<file path="src/rtl/chd_pkg.sv">
// Shared types and constants for the canonical Huffman decoder.
// No dependencies; every other rtl file refers to it by scoped names.
`default_nettype none

package chd_pkg;

  // Item kinds on the input channel
  typedef enum logic [1:0] {
    KIND_COUNT  = 2'd0,
    KIND_SYMBOL = 2'd1,
    KIND_BIT    = 2'd2,
    KIND_NONE   = 2'd3
  } kind_t;

  // Bit engine phases
  typedef enum logic {
    PH_IDLE = 1'b0,
    PH_EVAL = 1'b1
  } phase_t;

  localparam int ACC_W   = 32;  // code accumulator and first code
  localparam int COUNT_W = 9;   // stored per-length code count
  localparam int SYM_W   = 9;   // stored symbol value
  localparam int INDEX_W = 10;  // running first index, wraps
  localparam int SLOT_W  = 11;  // symbol slot sum, wide enough for 1024 slots
  localparam int IDX_W   = 9;   // load_index field
  localparam int BYTE_W  = 8;   // decoded byte

  localparam logic [SYM_W-1:0] END_SYMBOL = 9'd256;

  // Result request from the bit engine to the result stage
  typedef struct packed {
    logic valid;  // a result is due
    logic error;  // code ran past the maximum length
    logic blank;  // slot outside the table, symbol reads as zero
  } issue_t;

endpackage

`default_nettype wire

</file>
<file path="src/rtl/chd_count_mem.sv">
// Per-length code count memory with one valid bit per entry.
// Synchronous registered read; uses chd_pkg.
`default_nettype none

module chd_count_mem #(
  parameter int MAX_CODE_LEN = 32,
  parameter int LEN_W        = 5
) (
  input  wire logic                        clk,
  input  wire logic                        rst,
  input  wire logic                        wr_en,
  input  wire logic [LEN_W-1:0]            wr_addr,
  input  wire logic [chd_pkg::COUNT_W-1:0] wr_data,
  input  wire logic                        rd_en,
  input  wire logic [LEN_W-1:0]            rd_addr,
  output logic      [chd_pkg::COUNT_W-1:0] rd_count
);

  logic [chd_pkg::COUNT_W-1:0] mem [MAX_CODE_LEN];
  logic [MAX_CODE_LEN-1:0]     valid;
  logic [chd_pkg::COUNT_W-1:0] rd_data;
  logic                        rd_valid;

  // Write count storage
  always_ff @(posedge clk) begin
    if (wr_en) begin
      mem[wr_addr] <= wr_data;
    end
  end

  // Track written entries; reset makes every count read as zero
  always_ff @(posedge clk) begin
    if (rst) begin
      valid    <= '0;
      rd_valid <= 1'b0;
    end else begin
      if (wr_en) begin
        valid[wr_addr] <= 1'b1;
      end
      if (rd_en) begin
        rd_valid <= valid[rd_addr];
      end
    end
  end

  // Registered read
  always_ff @(posedge clk) begin
    if (rd_en) begin
      rd_data <= mem[rd_addr];
    end
  end

  assign rd_count = rd_valid ? rd_data : '0;

endmodule

`default_nettype wire

</file>
<file path="src/rtl/chd_symbol_mem.sv">
// Symbol table memory, sorted by code length then symbol value.
// One write port, one registered read port; uses chd_pkg.
`default_nettype none

module chd_symbol_mem #(
  parameter int SYMBOL_SLOTS = 512,
  parameter int SYM_AW       = 9
) (
  input  wire logic                      clk,
  input  wire logic                      wr_en,
  input  wire logic [SYM_AW-1:0]         wr_addr,
  input  wire logic [chd_pkg::SYM_W-1:0] wr_data,
  input  wire logic                      rd_en,
  input  wire logic [SYM_AW-1:0]         rd_addr,
  output logic      [chd_pkg::SYM_W-1:0] rd_data
);

  logic [chd_pkg::SYM_W-1:0] mem [SYMBOL_SLOTS];

  // Write entry
  always_ff @(posedge clk) begin
    if (wr_en) begin
      mem[wr_addr] <= wr_data;
    end
  end

  // Read entry; data holds until the next read
  always_ff @(posedge clk) begin
    if (rd_en) begin
      rd_data <= mem[rd_addr];
    end
  end

endmodule

`default_nettype wire

</file>
<file path="src/rtl/chd_result_stage.sv">
// Result stage: holds a pending symbol read, formats it and drives the
// output register of the result channel. Uses chd_pkg.
`default_nettype none

module chd_result_stage (
  input  wire logic                      clk,
  input  wire logic                      rst,
  input  wire chd_pkg::issue_t           issue,
  input  wire logic [chd_pkg::SYM_W-1:0] rd_data,
  output logic                           room,
  output logic                           result_valid,
  input  wire logic                      result_ready,
  output logic [chd_pkg::BYTE_W-1:0]     symbol,
  output logic                           end_marker,
  output logic                           code_error
);

  chd_pkg::issue_t            pend;
  logic                       move;
  logic [chd_pkg::SYM_W-1:0]  sym;
  logic                       is_end;

  // Pending item may advance when the output register is free or draining
  assign move = pend.valid && (!result_valid || result_ready);
  assign room = !pend.valid || !result_valid || result_ready;

  // Format the pending item
  always_comb begin
    sym    = (pend.error || pend.blank) ? '0 : rd_data;
    is_end = !pend.error && (sym == chd_pkg::END_SYMBOL);
  end

  // Hold pending request
  always_ff @(posedge clk) begin
    if (rst) begin
      pend <= '0;
    end else if (issue.valid) begin
      pend <= issue;
    end else if (move) begin
      pend.valid <= 1'b0;
    end
  end

  // Output register control
  always_ff @(posedge clk) begin
    if (rst) begin
      result_valid <= 1'b0;
    end else if (move) begin
      result_valid <= 1'b1;
    end else if (result_ready) begin
      result_valid <= 1'b0;
    end
  end

  // Output register payload
  always_ff @(posedge clk) begin
    if (move) begin
      symbol     <= is_end ? '0 : sym[chd_pkg::BYTE_W-1:0];
      end_marker <= is_end;
      code_error <= pend.error;
    end
  end

endmodule

`default_nettype wire

</file>
<file path="src/rtl/canonical_huffman_decoder.sv">
// Canonical Huffman decoder, one code bit per item, most significant first.
// A bit item is evaluated in the cycle after it is accepted; its result then
// goes to the pending register and on to the output register when it is free.
// No item is accepted while a bit is evaluated, since each bit's evaluation
// waits on the count memory read; load items need no evaluation phase.
// Reset: synchronous; clears count valid bits, decode registers and the result
// stage; symbol table contents are kept.
`default_nettype none

module canonical_huffman_decoder #(
  parameter int SYMBOL_SLOTS = 512,
  parameter int MAX_CODE_LEN = 32
) (
  input  wire logic                             clk,
  input  wire logic                             rst,
  input  wire logic                             item_valid,
  output logic                                  item_ready,
  input  wire logic [1:0]                       kind,
  input  wire logic [chd_pkg::IDX_W-1:0]        load_index,
  input  wire logic [chd_pkg::IDX_W-1:0]        load_value,
  input  wire logic                             code_bit,
  output logic                                  result_valid,
  input  wire logic                             result_ready,
  output logic [chd_pkg::BYTE_W-1:0]            symbol,
  output logic                                  end_marker,
  output logic                                  code_error
);

  localparam int LEN_W  = $clog2(MAX_CODE_LEN);
  localparam int SYM_AW = $clog2(SYMBOL_SLOTS);

  chd_pkg::phase_t state, state_next;

  logic                          accept;
  logic                          eval_en;
  logic                          room;
  logic                          bit_q;

  logic [LEN_W-1:0]              cls, cls_next;
  logic [chd_pkg::ACC_W-1:0]     fcode, fcode_next;
  logic [chd_pkg::ACC_W-1:0]     acc, acc_next;
  logic [chd_pkg::INDEX_W-1:0]   fidx, fidx_next;

  logic [chd_pkg::COUNT_W-1:0]   count;
  logic [chd_pkg::ACC_W-1:0]     acc_or;
  logic [chd_pkg::ACC_W-1:0]     fc_sh;
  logic [chd_pkg::ACC_W-1:0]     offset;
  logic                          hit;
  logic                          last;
  logic [chd_pkg::SLOT_W-1:0]    slot;
  logic [chd_pkg::SLOT_W-1:0]    idx_ext;
  logic                          blank;

  logic                          cnt_wr_en;
  logic                          sym_wr_en;
  logic                          sym_rd_en;
  logic [chd_pkg::SYM_W-1:0]     sym_rd_data;
  chd_pkg::issue_t               issue;

  assign accept  = item_valid && item_ready;
  assign idx_ext = {{(chd_pkg::SLOT_W - chd_pkg::IDX_W){1'b0}}, load_index};

  // Load writes
  assign cnt_wr_en = accept && (kind == chd_pkg::KIND_COUNT) &&
                     (load_index < chd_pkg::IDX_W'(MAX_CODE_LEN));
  assign sym_wr_en = accept && (kind == chd_pkg::KIND_SYMBOL) &&
                     (idx_ext < chd_pkg::SLOT_W'(SYMBOL_SLOTS));

  // Phase sequencing: fetch count on accept, evaluate next cycle
  always_comb begin
    state_next = state;
    case (state)
      chd_pkg::PH_IDLE: begin
        if (accept && (kind == chd_pkg::KIND_BIT)) begin
          state_next = chd_pkg::PH_EVAL;
        end
      end
      chd_pkg::PH_EVAL: begin
        state_next = chd_pkg::PH_IDLE;
      end
      default: begin
        state_next = chd_pkg::PH_IDLE;
      end
    endcase
  end

  // Phase outputs
  always_comb begin
    item_ready = 1'b0;
    eval_en    = 1'b0;
    case (state)
      chd_pkg::PH_IDLE: begin
        item_ready = room;
      end
      chd_pkg::PH_EVAL: begin
        eval_en = 1'b1;
      end
      default: begin
        item_ready = 1'b0;
      end
    endcase
  end

  always_ff @(posedge clk) begin
    if (rst) begin
      state <= chd_pkg::PH_IDLE;
    end else begin
      state <= state_next;
    end
  end

  // Capture the code bit with the item
  always_ff @(posedge clk) begin
    if (accept) begin
      bit_q <= code_bit;
    end
  end

  // Count lookup for the current length
  chd_count_mem #(
    .MAX_CODE_LEN (MAX_CODE_LEN),
    .LEN_W        (LEN_W)
  ) u_count_mem (
    .clk      (clk),
    .rst      (rst),
    .wr_en    (cnt_wr_en),
    .wr_addr  (load_index[LEN_W-1:0]),
    .wr_data  (load_value),
    .rd_en    (accept),
    .rd_addr  (cls),
    .rd_count (count)
  );

  // Evaluate the extended code against the count of its length
  always_comb begin
    acc_or = acc | {{(chd_pkg::ACC_W - 1){1'b0}}, bit_q};
    fc_sh  = fcode << 1;
    offset = acc_or - fc_sh;
    hit    = offset < {{(chd_pkg::ACC_W - chd_pkg::COUNT_W){1'b0}}, count};
    last   = cls == LEN_W'(MAX_CODE_LEN - 1);
    slot   = {{(chd_pkg::SLOT_W - chd_pkg::COUNT_W){1'b0}}, offset[chd_pkg::COUNT_W-1:0]}
             + {{(chd_pkg::SLOT_W - chd_pkg::INDEX_W){1'b0}}, fidx};
    blank  = slot >= chd_pkg::SLOT_W'(SYMBOL_SLOTS);
  end

  // Decode register update and result request
  always_comb begin
    cls_next   = cls;
    fcode_next = fcode;
    acc_next   = acc;
    fidx_next  = fidx;
    issue      = '0;
    sym_rd_en  = 1'b0;
    if (eval_en) begin
      if (hit) begin
        issue.valid = 1'b1;
        issue.blank = blank;
        sym_rd_en   = !blank;
        cls_next    = '0;
        fcode_next  = '0;
        acc_next    = '0;
        fidx_next   = '0;
      end else if (last) begin
        issue.valid = 1'b1;
        issue.error = 1'b1;
        cls_next    = '0;
        fcode_next  = '0;
        acc_next    = '0;
        fidx_next   = '0;
      end else begin
        cls_next   = cls + 1'b1;
        fcode_next = fc_sh + {{(chd_pkg::ACC_W - chd_pkg::COUNT_W){1'b0}}, count};
        fidx_next  = fidx + {{(chd_pkg::INDEX_W - chd_pkg::COUNT_W){1'b0}}, count};
        acc_next   = acc_or << 1;
      end
    end
  end

  always_ff @(posedge clk) begin
    if (rst) begin
      cls   <= '0;
      fcode <= '0;
      acc   <= '0;
      fidx  <= '0;
    end else begin
      cls   <= cls_next;
      fcode <= fcode_next;
      acc   <= acc_next;
      fidx  <= fidx_next;
    end
  end

  // Symbol table
  chd_symbol_mem #(
    .SYMBOL_SLOTS (SYMBOL_SLOTS),
    .SYM_AW       (SYM_AW)
  ) u_symbol_mem (
    .clk     (clk),
    .wr_en   (sym_wr_en),
    .wr_addr (idx_ext[SYM_AW-1:0]),
    .wr_data (load_value),
    .rd_en   (sym_rd_en),
    .rd_addr (slot[SYM_AW-1:0]),
    .rd_data (sym_rd_data)
  );

  // Result formatting and output register
  chd_result_stage u_result_stage (
    .clk          (clk),
    .rst          (rst),
    .issue        (issue),
    .rd_data      (sym_rd_data),
    .room         (room),
    .result_valid (result_valid),
    .result_ready (result_ready),
    .symbol       (symbol),
    .end_marker   (end_marker),
    .code_error   (code_error)
  );

`ifndef SYNTHESIS
  a_bit_goes_to_eval: assert property (@(posedge clk) disable iff (rst)
    (accept && (kind == chd_pkg::KIND_BIT)) |=> (state == chd_pkg::PH_EVAL))
    else $error("bit item not evaluated in the following cycle");

  a_length_bound: assert property (@(posedge clk) disable iff (rst)
    cls <= LEN_W'(MAX_CODE_LEN - 1))
    else $error("code length register past maximum");

  a_special_result_zero: assert property (@(posedge clk) disable iff (rst)
    (result_valid && (code_error || end_marker)) |->
      ((symbol == '0) && !(code_error && end_marker)))
    else $error("error or end marker result carries a symbol");

  a_issue_has_room: assert property (@(posedge clk) disable iff (rst)
    issue.valid |-> $past(item_ready))
    else $error("result requested without a free pending slot");
`endif

endmodule

`default_nettype wire
</file>
<file path="config.mk">
export PLATFORM = sky130hd
export DESIGN_NAME = canonical_huffman_decoder
export DESIGN_NICKNAME = d
export VERILOG_FILES = /design/src/rtl/chd_pkg.sv /design/src/rtl/chd_count_mem.sv /design/src/rtl/chd_symbol_mem.sv /design/src/rtl/chd_result_stage.sv /design/src/rtl/canonical_huffman_decoder.sv
export SDC_FILE = /design/constraint.sdc
export NUM_CORES = 2
export LEC_CHECK = 0
export BUFFER_PORTS_ARGS = -buffer_cell sky130_fd_sc_hd__buf_4
export CAP_MARGIN = 20
export CELL_PAD_IN_SITES_DETAIL_PLACEMENT = 0
export CELL_PAD_IN_SITES_GLOBAL_PLACEMENT = 2
export CORE_ASPECT_RATIO = 0.5
export CORE_UTILIZATION = 47
export DETAILED_ROUTE_END_ITERATION = 6
export PLACE_DENSITY_LB_ADDON = 0.08
export SLEW_MARGIN = 20
export SYNTH_ARGS = -nofsm -noshare
export SYNTH_HDL_FRONTEND = slang
export SYNTH_MEMORY_MAX_BITS = 65536
export SYNTH_SLANG_ARGS = --single-unit
</file>
<file path="constraint.sdc">
create_clock -name clk -period 4.8 [get_ports clk]
set_clock_uncertainty 0.1 [all_clocks]
set_input_delay 0.72 -clock clk [delete_from_list [all_inputs] [get_ports clk]]
set_output_delay 0.72 -clock clk [all_outputs]
set_load 0.01 [all_outputs]
</file>
Yosys cells after proc, flatten, opt, wreduce, memory -nomap -nowiden
Memory sizes are Yosys's and may differ from the RTL's. A register that Yosys moved wholly into a read port is not among the register bits.
Cells that the tools add are included.
{"block": "op_classes", "addsub": 5, "n_lt_le_gt_ge": 7, "eq_ne": 4, "n_mux": 33, "bitwise_logic": 3, "reduce_logical": 20}
{"cell": "32-bit two-way mux", "count": 2}
{"cell": "31-bit two-way mux", "count": 2}
{"cell": "32-bit by 9-bit < comparator with 1-bit output", "count": 1}
{"cell": "32-bit by 1-bit OR with 32-bit output", "count": 1}
{"cell": "32-bit OR", "count": 1}
{"cell": "32-bit subtractor", "count": 1}
{"cell": "31-bit by 9-bit adder with 31-bit output", "count": 1}
{"cell": "10-bit two-way mux", "count": 2}
{"cell": "1-bit two-way mux", "count": 18}
{"cell": "9-bit two-way mux", "count": 2}
{"cell": "5-bit by 6-bit < comparator with 1-bit output, second input constant", "count": 2}
{"cell": "9-bit by 10-bit adder with 11-bit output", "count": 1}
{"cell": "11-bit by 10-bit >= comparator with 1-bit output, second input constant", "count": 1}
{"cell": "10-bit by 9-bit adder with 10-bit output", "count": 1}
{"cell": "9-bit by 10-bit < comparator with 1-bit output, second input constant", "count": 1}
{"cell": "5-bit two-way mux", "count": 2}
{"cell": "9-bit equality test, second input constant", "count": 1}
{"cell": "1-bit logical AND", "count": 9}
{"cell": "9-bit by 6-bit < comparator with 1-bit output, second input constant", "count": 1}
{"cell": "5-bit by 1-bit adder with 5-bit output, second input constant", "count": 1}
{"cell": "1-bit binary-select mux with 5-bit select", "count": 1}
{"cell": "1-bit demux with 5-bit select", "count": 1}
{"cell": "5-bit equality test, second input constant", "count": 1}
{"cell": "5-bit by 1-bit >= comparator with 1-bit output, second input constant", "count": 1}
{"cell": "other kinds (10)", "count": 17}
{"block": "word_totals", "reg_bits": 127, "mem_bits_rw": 4896, "in_bits": 25, "output_inout_bits": 12, "wordCells": 89, "mem_count": 2}
{"name": "u_symbol_mem.mem", "depth": 512, "word_bits": 9, "rd": 1, "rd_clocked_by_memory_dff": 1, "write_ports": 1, "line": "chd_symbol_mem.sv:18", "text": "logic [chd_pkg::SYM_W-1:0] mem [SYMBOL_SLOTS];"}
{"name": "u_count_mem.mem", "depth": 32, "word_bits": 9, "rd": 1, "rd_clocked_by_memory_dff": 1, "write_ports": 1, "line": "chd_count_mem.sv:19", "text": "logic [chd_pkg::COUNT_W-1:0] mem [MAX_CODE_LEN];"}

Longest topological paths before layout
{"block": "logic_depth", "depth_word": 9, "depth_mapped": 19, "depth_no_buf": 17}

Hierarchy
From an unflattened synthesis, not the netlist that was laid out.
{"block": "hier_totals", "hier_cells": 10356, "hier_area_um2": 199271.1}
{"mod": "chd_symbol_mem", "n_inst": 1, "cells_per_inst": 8888, "area_each_um2": 179704.9}
{"mod": "chd_count_mem", "n_inst": 1, "cells_per_inst": 617, "area_each_um2": 12648.4}
{"mod": "canonical_huffman_decoder", "n_inst": 1, "cells_per_inst": 813, "area_each_um2": 6382.4}
{"mod": "chd_result_stage", "n_inst": 1, "cells_per_inst": 38, "area_each_um2": 535.5}

Worst setup path before layout
OpenSTA, ideal clock, no wires.
{"block": "synth_timing", "path_kind": "register to register", "from": "register acc[1] (netlist bit)", "to": "register u_symbol_mem.rd_data[0] (netlist bit) (read register of u_symbol_mem.mem), enable pin", "setup_ns": 0.399, "arrival_time_ns": 4.824, "required_ns": 4.301, "slack_ns": -0.523, "stages_incl_launch_ff": 18, "n_path_buf": 0, "period_less_slack_ns": 5.323, "path_cell_list": "dfxtp_1 -> inv_1 -> ha_1 -> fa_1 -> nand2b_1 -> a21oi_1 -> nor2_1 -> xnor2_1 -> ha_1 -> o21a_1 -> o21ai_0 -> or2_2 -> nand4_1 -> or4_1 -> or4b_2 -> a2111oi_0 -> nand4_1 -> nor4_1"}
{"block": "synth_via", "elab_chain_cells": 7, "word_cells_on_any_way": 8, "classes_between": "2 x add/sub; 2 x order compare; 2 x mux; 1 x bitwise; 1 x reduce/logical"}
{"element": "start: declaration", "line": "canonical_huffman_decoder.sv:41", "text": "logic [chd_pkg::ACC_W-1:0] acc, acc_next;"}
{"element": "start signal: assignment", "line": "canonical_huffman_decoder.sv:188", "text": "acc <= acc_next;"}
{"element": "32-bit by 1-bit OR with 32-bit output *", "line": "canonical_huffman_decoder.sv:136", "text": "acc_or = acc | {{(chd_pkg::ACC_W - 1){1'b0}}, bit_q};"}
{"element": "32-bit subtractor *", "line": "canonical_huffman_decoder.sv:138", "text": "offset = acc_or - fc_sh;"}
{"element": "9-bit by 10-bit adder with 11-bit output", "line": "canonical_huffman_decoder.sv:142", "text": "+ {{(chd_pkg::SLOT_W - chd_pkg::INDEX_W){1'b0}}, fidx};"}
{"element": "11-bit by 10-bit >= comparator with 1-bit output", "line": "canonical_huffman_decoder.sv:143", "text": "blank = slot >= chd_pkg::SLOT_W'(SYMBOL_SLOTS);"}
{"element": "1-bit zero test", "line": "canonical_huffman_decoder.sv:158", "text": "sym_rd_en = !blank;"}
{"element": "1-bit two-way mux *", "line": "canonical_huffman_decoder.sv:155", "text": "if (hit) begin"}
{"element": "1-bit two-way mux *", "line": "canonical_huffman_decoder.sv:154", "text": "if (eval_en) begin"}
{"element": "via sym_rd_en", "line": "canonical_huffman_decoder.sv:56", "text": "logic sym_rd_en;"}
{"element": "end: declaration", "line": "chd_symbol_mem.sv:15", "text": "output logic [chd_pkg::SYM_W-1:0] rd_data"}
Mark *: on every way through the listed nets, which the timed path passes. The rest lies on a longest branch.
A chain may end at the register's enable or synchronous reset.

Final worst setup path
{"block": "layout_timing", "from": "register fcode[0] (netlist bit)", "to": "register u_symbol_mem.rd_data[8] (netlist bit) (read register of u_symbol_mem.mem), enable pin"}
{"block": "layout_via", "elab_chain_cells": 6, "word_cells_on_any_way": 7, "classes_between": "2 x add/sub; 2 x order compare; 2 x mux; 1 x reduce/logical"}
{"element": "start: declaration", "line": "canonical_huffman_decoder.sv:40", "text": "logic [chd_pkg::ACC_W-1:0] fcode, fcode_next;"}
{"element": "start signal: assignment", "line": "canonical_huffman_decoder.sv:187", "text": "fcode <= fcode_next;"}
{"element": "32-bit subtractor *", "line": "canonical_huffman_decoder.sv:138"}
{"element": "9-bit by 10-bit adder with 11-bit output", "line": "canonical_huffman_decoder.sv:142"}
{"element": "11-bit by 10-bit >= comparator with 1-bit output", "line": "canonical_huffman_decoder.sv:143"}
{"element": "1-bit zero test", "line": "canonical_huffman_decoder.sv:158"}
{"element": "1-bit two-way mux *", "line": "canonical_huffman_decoder.sv:155"}
{"element": "1-bit two-way mux *", "line": "canonical_huffman_decoder.sv:154"}
{"element": "via sym_rd_en", "line": "canonical_huffman_decoder.sv:56"}
Marked as above.

==> reports/metrics.cfg <==
[status]
status = finished with violations
violations = setup timing

[floorplanning]
fp.dieW_um = 917
core_area_um2 = 415000
die_area_um2 = 422000
die_y_um = 460
start_util = 0.474
pin_count = 37
rows = 167

[drt]
wl_met1_um = 232000
dr_total_vias = 94745
viasPerCell = 6.00
wl_met2_um = 242000
drt-total-wl_um = 522000
wl_per_cell_um = 33.1
wl_met3_um = 39000
dr.pass1.iters = 5
top_layer = met5
drc_errors = 0
ant_nets = 0
first_iter_violations = 11431

[logic_synthesis]
synth_edf_count = 4925
yosysUniqueCellTypes = 80
ys_top_cells_by_area = edfxtp_1 75%, mux4_2 18%, nor2_1 1.3%, dfxtp_1 1.2%, clkbuf_1 0.62%
yosysWarnings = 0
synth.net_count = 8748
synth_cells = 8653
yosysTopAreaCellShare = 0.751
synth_area_um2 = 197000
synth-seq-area-share = 0.763
syn_area_per_cell_um2 = 22.8
synthArstFlopShare = 0
synth_top_flop_cell = edfxtp_1
synth_seq_cells = 5040
synth_area_leader_cell = edfxtp_1

[global_routing]
grt_max_degree = 152
grt_pass1_wl_um = 736000
antenna_found_initial = 37
overflow = 0
grt_pass1_vias = 94769
track_usage = 0.247

[cells_and_area]
multi_input_area_um2 = 45300
nFillCells = 31321
regArea_um2 = 150000
final_cell_area_um2 = 229000
syn2layout_area_growth_pct = 16.4
drive_gt1_frac = 0.353
nets = 9911

[timing]
fmax_mhz = 202
layout_setup_ws_ps = -157
period_needed_ps = 4960
maxSlewViolCount = 0
setup_viol = 18
tightest_slew_ps = 1140
max_slew_margin = 0.236
final-hold-violation-count = 0
whs_ps = 99.3
setup-tns-final_ps = -2080
fin_crit_sh = 1.03
rsz0062_at_grt = yes

[power]
total_power_mw = 88.7
leakagePower_nw = 72.2
clockPowerShare = 0.418
pwr-share-comb = 0.038
switching_share = 0.207
p_int_mw = 70.4
ir_drop_v = 0.000333
p_switching_mw = 18.4
cellPowerDensity_nw_per_um2 = 387
seq_power_share = 0.544

[job]
cap_violations = 0

[clocking]
clockBufferDepth = 4
clk_latency_ps = 990
h-tree-depth = 5
cts_inserted_buffers = 449
cts_tree = yes
clock-sinks = 5040
cts_root_buf = clkbuf_16
clk_pin_slew_ps = 70

[place]
port_buffers = 36
gp_congestion = 0.818
dp_hpwl_um = 327000
placed_cell_area_um2 = 212000

[worst_setup_path]
reg2reg_slack_ps = -160
cp.required_ps = 5370
r2r_start = fcode[0]
cp-startpoint = fcode[0]
path_class = flop to flop
end_kind = flop
crit_arrival_ps = 5530
crit_path_max_fanout = 5
start_kind = flop

[worst_hold_path]
hp-class = input pin to flop
min_from = load_value[4]

worst paths after layout:
path                                   end  cells after the start
hold reg to reg      u_count_mem.valid[31]                      2
setup reg to reg   u_symbol_mem.rd_data[8]                     18
setup / recovery   u_symbol_mem.rd_data[8]                     18
hold / removal    u_symbol_mem.mem[154][4]                      1
state kept, by name, indices dropped and copies added, names as in the netlist:
name and cells:
u_count_mem.mem 288, cls 5, u_result_stage.code_error 1, u_result_stage.end_marker 1, state 1, fcode 31
u_result_stage.result_valid 1, u_symbol_mem.rd_data 9, acc 31, u_count_mem.rd_valid 1, bit_q 1, u_result_stage.pend 3
u_count_mem.valid 32, u_count_mem.rd_data 9, u_result_stage.symbol 8, u_symbol_mem.mem 4608, fidx 10
critical path, stage by stage, from the launching register on:
cell       delay (ps)
dfxtp_1           340
ha_4              180
fa_2              370
nand2b_4          180
nand2b_4           70
a21oi_2            60
xnor2_2           230
ha_4              250
a2111oi_4         290
or2_4             190
nand4_1           100
or4_4             500
or4b_4            510
a2111oi_4         280
nand4_1           250
buf_4             230
nor4_4            180
buf_12            190
buf_12            140
power by group through the flow:
stage	Clock (mW)	Sequential, mW	Combinational, mW
2_1_floorplan	0	49.2	1.51
3_3_place_gp	0	49.2	3.32
3_5_place_dp	0	49.2	3.36
4_1_cts	37.8	48.3	3.44
5_1_grt	39.4	48.2	3.56
6_report	37.1	48.3	3.38
per-stage QoR:
stage	std cells	setup WS, ps	util
finish	15783	-157	0.552
global route	15772	-305	0.552
CTS	15758	-258	0.551
detailed placement	14857	-873	0.511
global placement	14857	-1090	0.511
floorplan	8653	13.4	-
logic make-up (layout without fill, tap and decap cells):
group                      count (synthesis)  in the layout  share of synthesized area
adders and majority gates                 70             70                    0.00460
DFF                                     5040           5040                      0.763
muxes                                   1653           1653                      0.187
other                                      0             13                          0
and+or+nand+nor                          957            957                     0.0205
AOI/OAI and AO/OA                        327            327                     0.0121
xor gates and xnor gates                  52             52                    0.00231
buffers and inverters                    554           2094                     0.0111
final cells by class:
class | count | area share
flip-flops and latches | 5040 | 0.655
multi-input cells | 3059 | 0.198
clock buffers | 546 | 0.0517
clock inverters | 282 | 0.0130
diodes | 13 | 0.000142
inverters | 66 | 0.00108
repair buffers | 1200 | 0.0505
well taps | 5577 | 0.0305
cell usage in the layout (no fill, tap or decap), drive strengths merged, types with 21 or more instances in the layout:
cell	count
edfxtp	4925
mux4	1611
buf	1189
nor2	659
clkbuf	549
clkinv	193
nand2	123
dfxtp	115
inv	76
a22o	72
ha	66
a21oi	64
bufinv	60
xnor2	45
o21ai	41
nor3	32
mux2i	30
nand3	29
a22oi	21
repair_timing:
item,CTS,global route
buffers inserted,55,13
cloned,17,3
hold endpoints to repair,3,0
pin swaps,31,21
setup endpoints to repair,72,18
hold buffers,4,0
resized for setup,159,39
synth_stat cells, drive strengths merged, types with 10 or more instances:
| library cell | number |
|---|---|
| nor2 | 659 |
| mux2 | 12 |
| o211ai | 11 |
| and2 | 12 |
| nand2 | 123 |
| o21a | 18 |
| and3 | 12 |
| a22oi | 21 |
| a21oi | 64 |
| a211oi | 11 |
| o21ai | 41 |
| mux2i | 30 |
| nand4 | 16 |
| mux4 | 1611 |
| nand3 | 29 |
| ha | 66 |
| nor3 | 32 |
| clkbuf | 326 |
| buf | 162 |
| a22o | 72 |
| edfxtp | 4925 |
| dfxtp | 115 |
| nor2b | 14 |
| nand2b | 11 |
| a21o | 10 |
| xnor2 | 45 |
| inv | 65 |
| o21bai | 10 |
per-layer routing:
metal / up-vias / global-route usage
li1: 39112 / -
met1: 51808 / 0.381
met2: 3294 / 0.379
met3: 529 / 0.0446
met4: 2 / 0.0407
met5: - / 0
Note: power is estimated with default switching activity, not from simulation.
